[src/design/tdf_pkg.sv]
// ----------------------------------------------------------------------------
// tdf_pkg: shared types for the trial division factorizer
// Controller states, factor source select and the command / status bundles
// that join the controller to the datapath.
// ----------------------------------------------------------------------------
`default_nettype none

package tdf_pkg;

	// Controller states
	typedef enum logic [2:0] {
		S_IDLE,
		S_CHECK,
		S_START,
		S_DIV,
		S_DECIDE
	} state_t;

	// Source of the factor field of an emitted word
	typedef enum logic [1:0] {
		FACT_ZERO,
		FACT_TWO,
		FACT_DIV,
		FACT_REM
	} fact_sel_t;

	// Controller to datapath commands
	typedef struct packed {
		logic      load;       // capture input value, reset divisor to 3
		logic      shift;      // divide remainder by two
		logic      div_start;  // launch remainder / divisor
		logic      take_quo;   // remainder <= quotient
		logic      step_div;   // divisor <= divisor + 2
		logic      emit;       // write output word
		fact_sel_t sel;
		logic      last;
		logic      no_factor;
	} cmd_t;

	// Datapath to controller status
	typedef struct packed {
		logic r_lt2;     // remainder is 0 or 1
		logic r_odd;
		logic r_is2;
		logic div_done;  // quotient and remainder valid this cycle
		logic d_gt_q;    // divisor above quotient: search is over
		logic rem_zero;  // divisor divides remainder
		logic out_free;  // output register can take a word
	} sts_t;

endpackage

`default_nettype wire

[src/design/tdf_div.sv]
// ----------------------------------------------------------------------------
// tdf_div: restoring divider, one quotient bit per cycle
// done pulses for one cycle when the quotient and remainder are final.
// Outputs hold until the next start.
// ----------------------------------------------------------------------------
`default_nettype none

module tdf_div #(
	parameter int VALUE_WIDTH = 31,
	parameter int DIV_WIDTH   = 17
) (
	input  wire logic                   clk,
	input  wire logic                   arst_n,
	input  wire logic                   start,
	input  wire logic [VALUE_WIDTH-1:0] dividend,
	input  wire logic [DIV_WIDTH-1:0]   divisor,
	output logic                        done,
	output logic [VALUE_WIDTH-1:0]      quotient,
	output logic [DIV_WIDTH-1:0]        remainder
);

	localparam int CW = $clog2(VALUE_WIDTH + 1);

	logic [VALUE_WIDTH-1:0] quo_q;
	logic [DIV_WIDTH-1:0]   rem_q;
	logic [CW-1:0]          cnt_q;
	logic                   busy_q;
	logic                   done_q;
	logic [DIV_WIDTH:0]     trial;
	logic [DIV_WIDTH:0]     diff;
	logic                   fit;

	// Shift in the next dividend bit and try a subtract
	always_comb begin
		trial = {rem_q, quo_q[VALUE_WIDTH-1]};
		diff  = trial - {1'b0, divisor};
		fit   = (trial >= {1'b0, divisor});
	end

	// Iterate one bit per cycle
	always_ff @(posedge clk or negedge arst_n) begin
		if (!arst_n) begin
			busy_q <= 1'b0;
			done_q <= 1'b0;
			cnt_q  <= '0;
			quo_q  <= '0;
			rem_q  <= '0;
		end else if (start) begin
			quo_q  <= dividend;
			rem_q  <= '0;
			cnt_q  <= CW'(VALUE_WIDTH);
			busy_q <= 1'b1;
			done_q <= 1'b0;
		end else if (busy_q) begin
			quo_q <= {quo_q[VALUE_WIDTH-2:0], fit};
			rem_q <= fit ? diff[DIV_WIDTH-1:0] : trial[DIV_WIDTH-1:0];
			cnt_q <= cnt_q - CW'(1);
			if (cnt_q == CW'(1)) begin
				busy_q <= 1'b0;
				done_q <= 1'b1;
			end
		end else begin
			done_q <= 1'b0;
		end
	end

	assign done      = done_q;
	assign quotient  = quo_q;
	assign remainder = rem_q;

endmodule

`default_nettype wire

[src/design/tdf_dp.sv]
// ----------------------------------------------------------------------------
// tdf_dp: factorizer datapath
// Holds the remainder and the odd trial divisor, runs the shared divider
// and owns the output word register.
// ----------------------------------------------------------------------------
`default_nettype none

module tdf_dp #(
	parameter int VALUE_WIDTH = 31
) (
	input  wire logic                   clk,
	input  wire logic                   arst_n,
	input  wire tdf_pkg::cmd_t          cmd,
	output tdf_pkg::sts_t               sts,
	input  wire logic [VALUE_WIDTH-1:0] value,
	output logic                        out_valid,
	input  wire logic                   out_ready,
	output logic [VALUE_WIDTH-1:0]      factor,
	output logic                        last,
	output logic                        no_factor
);

	// Trial divisor stays below 2**((VALUE_WIDTH+1)/2) + 2
	localparam int DW = (VALUE_WIDTH + 1) / 2 + 1;

	logic [VALUE_WIDTH-1:0] r_q;
	logic [DW-1:0]          d_q;
	logic                   div_done;
	logic [VALUE_WIDTH-1:0] quo;
	logic [DW-1:0]          rem;
	logic                   out_valid_q;
	logic [VALUE_WIDTH-1:0] factor_q;
	logic                   last_q;
	logic                   no_factor_q;
	logic [VALUE_WIDTH-1:0] fact_val;

	tdf_div #(
		.VALUE_WIDTH (VALUE_WIDTH),
		.DIV_WIDTH   (DW)
	) u_div (
		.clk       (clk),
		.arst_n    (arst_n),
		.start     (cmd.div_start),
		.dividend  (r_q),
		.divisor   (d_q),
		.done      (div_done),
		.quotient  (quo),
		.remainder (rem)
	);

	// Remainder and trial divisor
	always_ff @(posedge clk or negedge arst_n) begin
		if (!arst_n) begin
			r_q <= '0;
			d_q <= DW'(3);
		end else begin
			if (cmd.load) begin
				r_q <= value;
				d_q <= DW'(3);
			end else begin
				if (cmd.shift)
					r_q <= r_q >> 1;
				else if (cmd.take_quo)
					r_q <= quo;
				if (cmd.step_div)
					d_q <= d_q + DW'(2);
			end
		end
	end

	// Select the factor to emit
	always_comb begin
		case (cmd.sel)
			tdf_pkg::FACT_ZERO: fact_val = '0;
			tdf_pkg::FACT_TWO:  fact_val = VALUE_WIDTH'(2);
			tdf_pkg::FACT_DIV:  fact_val = VALUE_WIDTH'(d_q);
			tdf_pkg::FACT_REM:  fact_val = r_q;
			default:            fact_val = '0;
		endcase
	end

	// Output word register: load on emit, drop when taken
	always_ff @(posedge clk or negedge arst_n) begin
		if (!arst_n) begin
			out_valid_q <= 1'b0;
		end else if (cmd.emit) begin
			out_valid_q <= 1'b1;
		end else if (out_ready) begin
			out_valid_q <= 1'b0;
		end
	end

	always_ff @(posedge clk) begin
		if (cmd.emit) begin
			factor_q    <= fact_val;
			last_q      <= cmd.last;
			no_factor_q <= cmd.no_factor;
		end
	end

	assign out_valid = out_valid_q;
	assign factor    = factor_q;
	assign last      = last_q;
	assign no_factor = no_factor_q;

	// Status back to the controller
	always_comb begin
		sts.r_lt2    = (r_q < VALUE_WIDTH'(2));
		sts.r_odd    = r_q[0];
		sts.r_is2    = (r_q == VALUE_WIDTH'(2));
		sts.div_done = div_done;
		sts.d_gt_q   = (VALUE_WIDTH'(d_q) > quo);
		sts.rem_zero = (rem == '0);
		sts.out_free = !out_valid_q || out_ready;
	end

	// Trial divisor is always odd
	a_d_odd: assert property (@(posedge clk) disable iff (!arst_n) d_q[0])
		else $error("trial divisor became even");

endmodule

`default_nettype wire

[src/design/tdf_ctrl.sv]
// ----------------------------------------------------------------------------
// tdf_ctrl: factorizer controller
// Sequences the halving of even values, the odd trial divisions and the
// emission of each factor word, stalling while the output word is held.
// ----------------------------------------------------------------------------
`default_nettype none

module tdf_ctrl (
	input  wire logic          clk,
	input  wire logic          arst_n,
	input  wire logic          in_valid,
	output logic               in_ready,
	input  wire tdf_pkg::sts_t sts,
	output tdf_pkg::cmd_t      cmd
);

	tdf_pkg::state_t state_q;
	tdf_pkg::state_t state_d;

	always_ff @(posedge clk or negedge arst_n) begin
		if (!arst_n)
			state_q <= tdf_pkg::S_IDLE;
		else
			state_q <= state_d;
	end

	// Next state
	always_comb begin
		state_d = state_q;
		case (state_q)
			tdf_pkg::S_IDLE: begin
				if (in_valid)
					state_d = tdf_pkg::S_CHECK;
			end
			tdf_pkg::S_CHECK: begin
				if (sts.r_lt2) begin
					if (sts.out_free)
						state_d = tdf_pkg::S_IDLE;
				end else if (!sts.r_odd) begin
					if (sts.out_free && sts.r_is2)
						state_d = tdf_pkg::S_IDLE;
				end else begin
					state_d = tdf_pkg::S_START;
				end
			end
			tdf_pkg::S_START: state_d = tdf_pkg::S_DIV;
			tdf_pkg::S_DIV: begin
				if (sts.div_done)
					state_d = tdf_pkg::S_DECIDE;
			end
			tdf_pkg::S_DECIDE: begin
				if (sts.d_gt_q) begin
					if (sts.out_free)
						state_d = tdf_pkg::S_IDLE;
				end else if (sts.rem_zero) begin
					if (sts.out_free)
						state_d = tdf_pkg::S_START;
				end else begin
					state_d = tdf_pkg::S_START;
				end
			end
			default: state_d = tdf_pkg::S_IDLE;
		endcase
	end

	// Commands
	always_comb begin
		cmd      = '0;
		cmd.sel  = tdf_pkg::FACT_ZERO;
		in_ready = 1'b0;
		case (state_q)
			tdf_pkg::S_IDLE: begin
				in_ready = 1'b1;
				cmd.load = in_valid;
			end
			tdf_pkg::S_CHECK: begin
				if (sts.r_lt2) begin
					cmd.emit      = sts.out_free;
					cmd.sel       = tdf_pkg::FACT_ZERO;
					cmd.last      = 1'b1;
					cmd.no_factor = 1'b1;
				end else if (!sts.r_odd) begin
					cmd.emit  = sts.out_free;
					cmd.shift = sts.out_free;
					cmd.sel   = tdf_pkg::FACT_TWO;
					cmd.last  = sts.r_is2;
				end
			end
			tdf_pkg::S_START: cmd.div_start = 1'b1;
			tdf_pkg::S_DIV: ;
			tdf_pkg::S_DECIDE: begin
				if (sts.d_gt_q) begin
					// remaining cofactor is the largest prime
					cmd.emit = sts.out_free;
					cmd.sel  = tdf_pkg::FACT_REM;
					cmd.last = 1'b1;
				end else if (sts.rem_zero) begin
					cmd.emit     = sts.out_free;
					cmd.take_quo = sts.out_free;
					cmd.sel      = tdf_pkg::FACT_DIV;
				end else begin
					cmd.step_div = 1'b1;
				end
			end
			default: ;
		endcase
	end

	// Never overwrite a held output word
	a_emit_free: assert property (@(posedge clk) disable iff (!arst_n)
		cmd.emit |-> sts.out_free)
		else $error("emit while output word is held");

	// Divider launches only from a stable remainder and divisor
	a_start_quiet: assert property (@(posedge clk) disable iff (!arst_n)
		cmd.div_start |-> !cmd.take_quo && !cmd.step_div && !cmd.shift && !cmd.load)
		else $error("divider started while operands change");

	// A launched division is followed by the wait state
	a_start_wait: assert property (@(posedge clk) disable iff (!arst_n)
		cmd.div_start |=> state_q == tdf_pkg::S_DIV)
		else $error("division started without waiting");

endmodule

`default_nettype wire

[src/design/trial_division_factorizer.sv]
// A value 2**k*m is first halved k times, then the odd part goes through
// trial divisions in the shared bit-serial divider. Worst case is a prime
// near 2**VALUE_WIDTH: about sqrt(value)/2 divisions.
// One value is worked on at a time.
// Reset (arst_n low) returns the controller to idle and drops any output word.
// ----------------------------------------------------------------------------
// trial_division_factorizer: prime factorization by trial division
// Emits the prime factors of each input value in ascending order, repeated
// by multiplicity, with last on the final word; 0 and 1 give one no_factor word.
// ----------------------------------------------------------------------------
`default_nettype none

module trial_division_factorizer #(
	parameter int VALUE_WIDTH = 31
) (
	input  wire logic                   clk,
	input  wire logic                   arst_n,
	input  wire logic                   in_valid,
	output logic                        in_ready,
	input  wire logic [VALUE_WIDTH-1:0] value,
	output logic                        out_valid,
	input  wire logic                   out_ready,
	output logic [VALUE_WIDTH-1:0]      factor,
	output logic                        last,
	output logic                        no_factor
);

	tdf_pkg::cmd_t cmd;
	tdf_pkg::sts_t sts;

	tdf_ctrl u_ctrl (
		.clk      (clk),
		.arst_n   (arst_n),
		.in_valid (in_valid),
		.in_ready (in_ready),
		.sts      (sts),
		.cmd      (cmd)
	);

	tdf_dp #(
		.VALUE_WIDTH (VALUE_WIDTH)
	) u_dp (
		.clk       (clk),
		.arst_n    (arst_n),
		.cmd       (cmd),
		.sts       (sts),
		.value     (value),
		.out_valid (out_valid),
		.out_ready (out_ready),
		.factor    (factor),
		.last      (last),
		.no_factor (no_factor)
	);

endmodule

`default_nettype wire
[config.mk]
export PLATFORM = sky130hd
export DESIGN_NAME = trial_division_factorizer
export DESIGN_NICKNAME = d
export VERILOG_FILES = /design/src/design/tdf_pkg.sv /design/src/design/tdf_div.sv /design/src/design/tdf_dp.sv /design/src/design/tdf_ctrl.sv /design/src/design/trial_division_factorizer.sv
export SDC_FILE = /design/constraint.sdc
export NUM_CORES = 1
export LEC_CHECK = 0
export ABC_CLOCK_PERIOD_IN_PS = 7550
export BUFFER_PORTS_ARGS = -buffer_cell sky130_fd_sc_hd__buf_2
export CAP_MARGIN = 10
export CORE_MARGIN = 2
export CORE_UTILIZATION = 40
export CTS_CLUSTER_SIZE = 14
export DETAILED_ROUTE_END_ITERATION = 12
export PLACE_DENSITY = 0.58
export REMOVE_ABC_BUFFERS = 1
export SYNTH_ARGS = -nofsm -noshare
export SYNTH_HDL_FRONTEND = slang
export SYNTH_SLANG_ARGS = --single-unit
[constraint.sdc]
create_clock -name clk -period 7.55 [get_ports clk]
set_clock_uncertainty 0.1 [all_clocks]
set_input_delay 0 -clock clk [delete_from_list [all_inputs] [get_ports clk]]
set_output_delay 0 -clock clk [all_outputs]
set_load 0.1 [all_outputs]
=== After elaboration in Yosys (flattened, before gate mapping) ===
Index checks and enable logic that the tools add are counted.

* Bits in registers: 140
* Output and inout port bits: 35

* Reductions and logical operators: 11
* Magnitude comparators: 3
* Muxes and demuxes: 48
* Add/sub/neg operators: 3
* Eq/ne operators: 14

{| class="wikitable"
|+ Operators by type and width
! cell !! number
|-
| $mux W31 || 5
|-
| $pmux W31 S4 || 1
|-
| $mux W17 || 5
|-
| $mux W3 || 11
|-
| $eq A31 B2 Y1 const B || 1
|-
| $gt A17 B31 Y1 || 1
|-
| $lt A31 B2 Y1 const B || 1
|-
| $ge A18 B17 Y1 || 1
|-
| $mux W1 || 18
|-
| $add A17 B2 Y17 const B || 1
|-
| $logic_not A17 Y1 || 1
|-
| $sub A17 B17 Y17 || 1
|-
| $pmux W3 S5 || 1
|-
| $mux W5 || 2
|-
| $mux W4 || 2
|-
| $pmux W4 S2 || 1
|-
| $eq A3 B2 Y1 const B || 2
|-
| $reduce_bool A2 Y1 || 3
|-
| $eq A5 B1 Y1 const B || 1
|-
| $sub A5 B1 Y5 const B || 1
|-
| $eq A2 B2 Y1 const B || 2
|-
| $mux W2 || 2
|-
| $ne A4 B2 Y1 const B || 1
|-
| $ne A4 B3 Y1 const B || 1
|-
| other kinds (13) || 13
|}

=== Longest topological paths before layout ===
* Depth after elaboration: 8
* Gate-level depth with buffers: 12

=== By module ===
A second synthesis with hierarchy kept.

* Cells, all modules: 917
* Area, all modules: 8,583.2 um2

{| class="wikitable"
|+ Modules (own cells, without submodules)
! module !! cells each !! area an instance (um2) !! times used
|-
| tdf_dp || 463 || 4,571.9 || 1
|-
| tdf_div || 407 || 3,639.7 || 1
|-
| tdf_ctrl || 47 || 371.6 || 1
|}

=== Worst setup path before layout ===
No wires, ideal clock.

* Path kind: register to register
* From: register u_ctrl.state_q[1]
* To: register u_dp.r_q[28]
* Stages on the path, launching flop included: 8
* Clock period less this slack: 4.187 ns
* Arrival time: 3.962 ns
* Slack: 3.363 ns
* Library setup time: 0.125 ns
* Data required time: 7.325 ns
* Cell sequence: dfrtp_1 -> buf_2 -> nor3_1 -> and2_1 -> clkbuf_1 -> buf_1 -> o21ai_0 -> mux2_4

* Longest elaborated chain between the ends: 4
* Elaborated cells between the ends (all ways): 9
* Classes of those cells: 2 x eq/ne; 5 x mux; 2 x reduce/logical

{| class="wikitable"
|+ RTL lines
! element !! line !! RTL
|-
| start, declared || tdf_ctrl.sv:17 || <nowiki>tdf_pkg::state_t state_q;</nowiki>
|-
| start signal, assigned || tdf_ctrl.sv:22 || <nowiki>state_q <= tdf_pkg::S_IDLE;</nowiki>
|-
| start signal, assigned || tdf_ctrl.sv:24 || <nowiki>state_q <= state_d;</nowiki>
|-
| $eq A3 B1 Y1 || tdf_ctrl.sv:71 || <nowiki>case (state_q)</nowiki>
|-
| $mux W1 || tdf_ctrl.sv:71 ||
|-
| $mux W31 || tdf_dp.sv:61 || <nowiki>if (cmd.shift)</nowiki>
|-
| $mux W31 || tdf_dp.sv:57 || <nowiki>if (cmd.load) begin</nowiki>
|-
| end signal, assigned || tdf_dp.sv:58 || <nowiki>r_q <= value;</nowiki>
|-
| end signal, assigned || tdf_dp.sv:62 || <nowiki>r_q <= r_q >> 1;</nowiki>
|-
| end signal, assigned || tdf_dp.sv:64 || <nowiki>r_q <= quo;</nowiki>
|-
| end, declared || tdf_dp.sv:26 || <nowiki>logic [VALUE_WIDTH-1:0] r_q;</nowiki>
|}

Parallel ways exist; a longest one is shown, timed or not.
A chain may end at the register's enable or synchronous reset.

=== Worst setup path in the final report ===
* From: register u_dp.r_q[10]
* To: register u_dp.r_q[5]

* Longest elaborated chain between the ends: 5
* Elaborated cells between the ends (all ways): 6
* Classes of those cells: 1 x order compare; 4 x mux; 1 x reduce/logical

{| class="wikitable"
|+ RTL lines
! element !! line !! RTL
|-
| $lt A31 B2 Y1 (*) || tdf_dp.sv:108 || <nowiki>sts.r_lt2 = (r_q < VALUE_WIDTH'(2));</nowiki>
|-
| $mux W1 (*) || tdf_ctrl.sv:77 || <nowiki>if (sts.r_lt2) begin</nowiki>
|-
| $mux W1 (*) || tdf_ctrl.sv:71 ||
|-
| $mux W31 || tdf_dp.sv:61 ||
|-
| $mux W31 || tdf_dp.sv:57 ||
|}

Every way passes the cells marked *; elsewhere a longest branch is shown, timed or not.

==> run metrics <==
outcome=completed; global-route wire length before repair=35900 um; Cells after Synth=slightly below 900; post-synth top area share=between 30% and 40%; Final period util=just over 50%; nets@finish=1022; Final setup viols=0; crit-path cells=nor4_1, nand4_1, nor3_2, or3_2, nand2_2, a31oi_4, buf_4, mux2_2; critical path arrival=4.03 ns; met2 Usage GRT=32.9%; n_diodes=0; Clock Root Buffer=clkbuf_16; # port buffers=69; HP Class=input pin to flop; synthesized area per cell=9.71 sq um; Most used DFF post-synth=dfrtp_1; Initial Utilization=40.4%; DP HPWL=between 10000 and 15000 um; Area Growth Syn to Fin=17.3%; Slowest-stage cell, CP=or3_2; worst hold start=out_ready; Tmin final=3.83 ns; Max Cap Viol=0; Total GRT Usage=between 20% and 30%; Synth warnings=0; RePlAce Congestion=0.824; Vias=6720; Unique masters post-synth=61; met3 Use GR=2.81%; crit path from=u_dp.r_q[10]$_DFFE_PN0P_; H-tree depth=4; Async SR Flop Fraction=76.4%; Worst Tran Pin Value=~1.1 ns; Detailed Route WL=21900 um; Die Wd=149 um; sequential share of the synthesized area=between 40% and 50%; Die ar.=22200 sq um; Max Freq=261 MHz; classification of the worst setup path=flop to flop; Seq cells post-synth=140; pin count of the biggest net entering global routing=77; post-route insts no fill=1237; IO Pins=70; Final ANT Viol Nets=0; pwr/cell area=431 nW/um^2; synth cell count leaders=105 x dfrtp_1, 99 x nand2_1, 94 x o21ai_0; number of global-route vias before repair=6681; GRT busiest layer=met2; drt pass-1 iters=5; Post-synth EDFFs=33; CORE AREA=20800 sq um; Clock Sinks=140; crit-path max FO=33; Via density=between 5 and 6; WHS Path Cells=3; Clk Latency, worst-skew pair=0.43 ns; P_leak=0.00456 uW; unrepaired setup endpoints after global routing=no; TritonCTS clock tree=built; Fin Setup TNS=0 ns; Post-Place Cells=around 1200; area of the mapped netlist=~8400 sq um; Num CTS Buffers=17; Synth area leaders=dfrtp_1 31%, edfxtp_1 12%, mux2i_1 9.3%; CTS Buffer Depth=2; Row Count=53; drt wl/cell=17.7 um; initial antenna violation count=0; CTS resizes=0; Reg2Reg Launch Point=u_dp.r_q[10]$_DFFE_PN0P_; Die Ht=between 100 and 150 um; CTS clock-pin slew for the worst setup and hold paths=0.06 ns; Crit path largest cell delay=0.86 ns; DP Worst Slack=3.73 ns; Slew Limit Fails=0; DRC=0; relative slew slack=roughly 30%; Final Hold Fails=0; Required @ worst endpoint=7.75 ns; Synth area leader=dfrtp_1; total gr overflow=0; CP endpoint kind=flop; post-route setup slack=3.72 ns; worst reg2reg path depth=8; grt met1 use=between 20 and 30%; Initial DRC Count=465; final design utilization=47.4%; layout cells sized above 1=~17%; count leader, synth=dfrtp_1; critical path launch point type=flop; Worst VDD drop=0.190 mV
state kept, by name, summed over array words and instances (netlist names):
name,count
u_dp.u_div.remainder,17
u_dp.last,1
u_dp.no_factor,1
u_ctrl.state_q,3
u_dp.u_div.done,1
u_dp.d_q,17
u_dp.u_div.cnt_q,5
u_dp.r_q,31
u_dp.u_div.busy_q,1
u_dp.factor,31
u_dp.u_div.quotient,31
u_dp.out_valid,1
through the flow:
stage / cell area (sq um) / hold WS, ns / total power [uW]
floorplan: 8170 / -0.396 / 2930
global placement: 8990 / 0.0758 / 3420
detailed placement: 8990 / 0.0771 / 3460
CTS: 9870 / 0.0220 / 4290
global route: 9870 / 0.0815 / 4590
finish: 9870 / 0.0385 / 4260
worst paths after layout:
| kind | endpoint | slack (ns) |
|---|---|---|
| max in group asynchronous | u_dp.r_q[14]$_DFFE_PN0P_ | 6.06 |
| max reg2reg | u_dp.r_q[5]$_DFFE_PN0P_ | 3.72 |
| min in group asynchronous | u_dp.u_div.cnt_q[0]$_DFFE_PN0P_ | 0.15 |
| max | u_dp.r_q[5]$_DFFE_PN0P_ | 3.72 |
| min | u_dp.out_valid$_DFFE_PN0P_ | 0.04 |
| min reg2reg | u_dp.d_q[0]$_DFFE_PN1P_ | 0.42 |
cell usage in the layout (no fill, tap or decap), types with 9 or more instances in the layout:
cell type / n
a21oi_1: 38
a22o_1: 17
and2_1: 14
buf_2: 68
buf_4: 12
clkbuf_16: 17
dfrtp_1: 104
dlygate4sd3_1: 33
edfxtp_1: 33
ha_1: 37
inv_1: 48
mux2_2: 26
mux2_4: 10
mux2i_1: 78
nand2_1: 99
nand3_1: 23
nand4_1: 15
nor2_1: 40
nor3_1: 16
nor4_1: 18
o21ai_0: 94
xnor2_1: 9
final cells by class:
class | count | area (sq um)
timing repair buffer | 113 | 761
fill | 2000 | 11000
clock inverter | 13 | 119
tap | 275 | 344
sequential | 140 | 3670
inverter | 48 | 180
clock buffer | 19 | 433
multi-input combinational | 629 | 4360
critical path, delay by kind of cell (launching register included):
| kind | cells | cell delay [ns] |
|---|---|---|
| buf+inv | 1 | 0.41 |
| compound gates | 1 | 0.41 |
| flops | 1 | 0.42 |
| simple gates | 5 | 1.96 |
| mux | 1 | 0.38 |
cell families (layout without fill, tap and decap cells):
family | count (synthesis) | after routing | synth area share, %
AND/OR/NAND/NOR | 264 | 264 | 15.2
adder cells (fa/ha/maj) | 38 | 38 | 5.74
XOR/XNOR | 13 | 13 | 1.35
AO/OA/AOI/OAI | 200 | 200 | 14.4
flip-flops | 140 | 140 | 43.6
multiplexers | 114 | 114 | 14.5
buffers and inverters | 98 | 193 | 5.11
power by group:
group / internal (uW) / switching [uW]
Combinational: 861 / 1280
Clock: 455 / 339
Sequential: 1040 / 286
Total: 2350 / 1900
per-layer routing:
layer	wire length, um	vias to the layer above
met5	0	-
met4	380	0
met3	679	26
met2	10100	130
met1	10700	3278
li1	-	3286
timing repair:
| action | 4_1_cts | 5_1_grt |
|---|---|---|
| setup buffers | 0 | 0 |
| hold buffers | 33 | 0 |
| hold endpoints to repair | 93 | 0 |
| endpoints found under the setup margin | 0 | 0 |
Power figures use the tool's default switching activity.
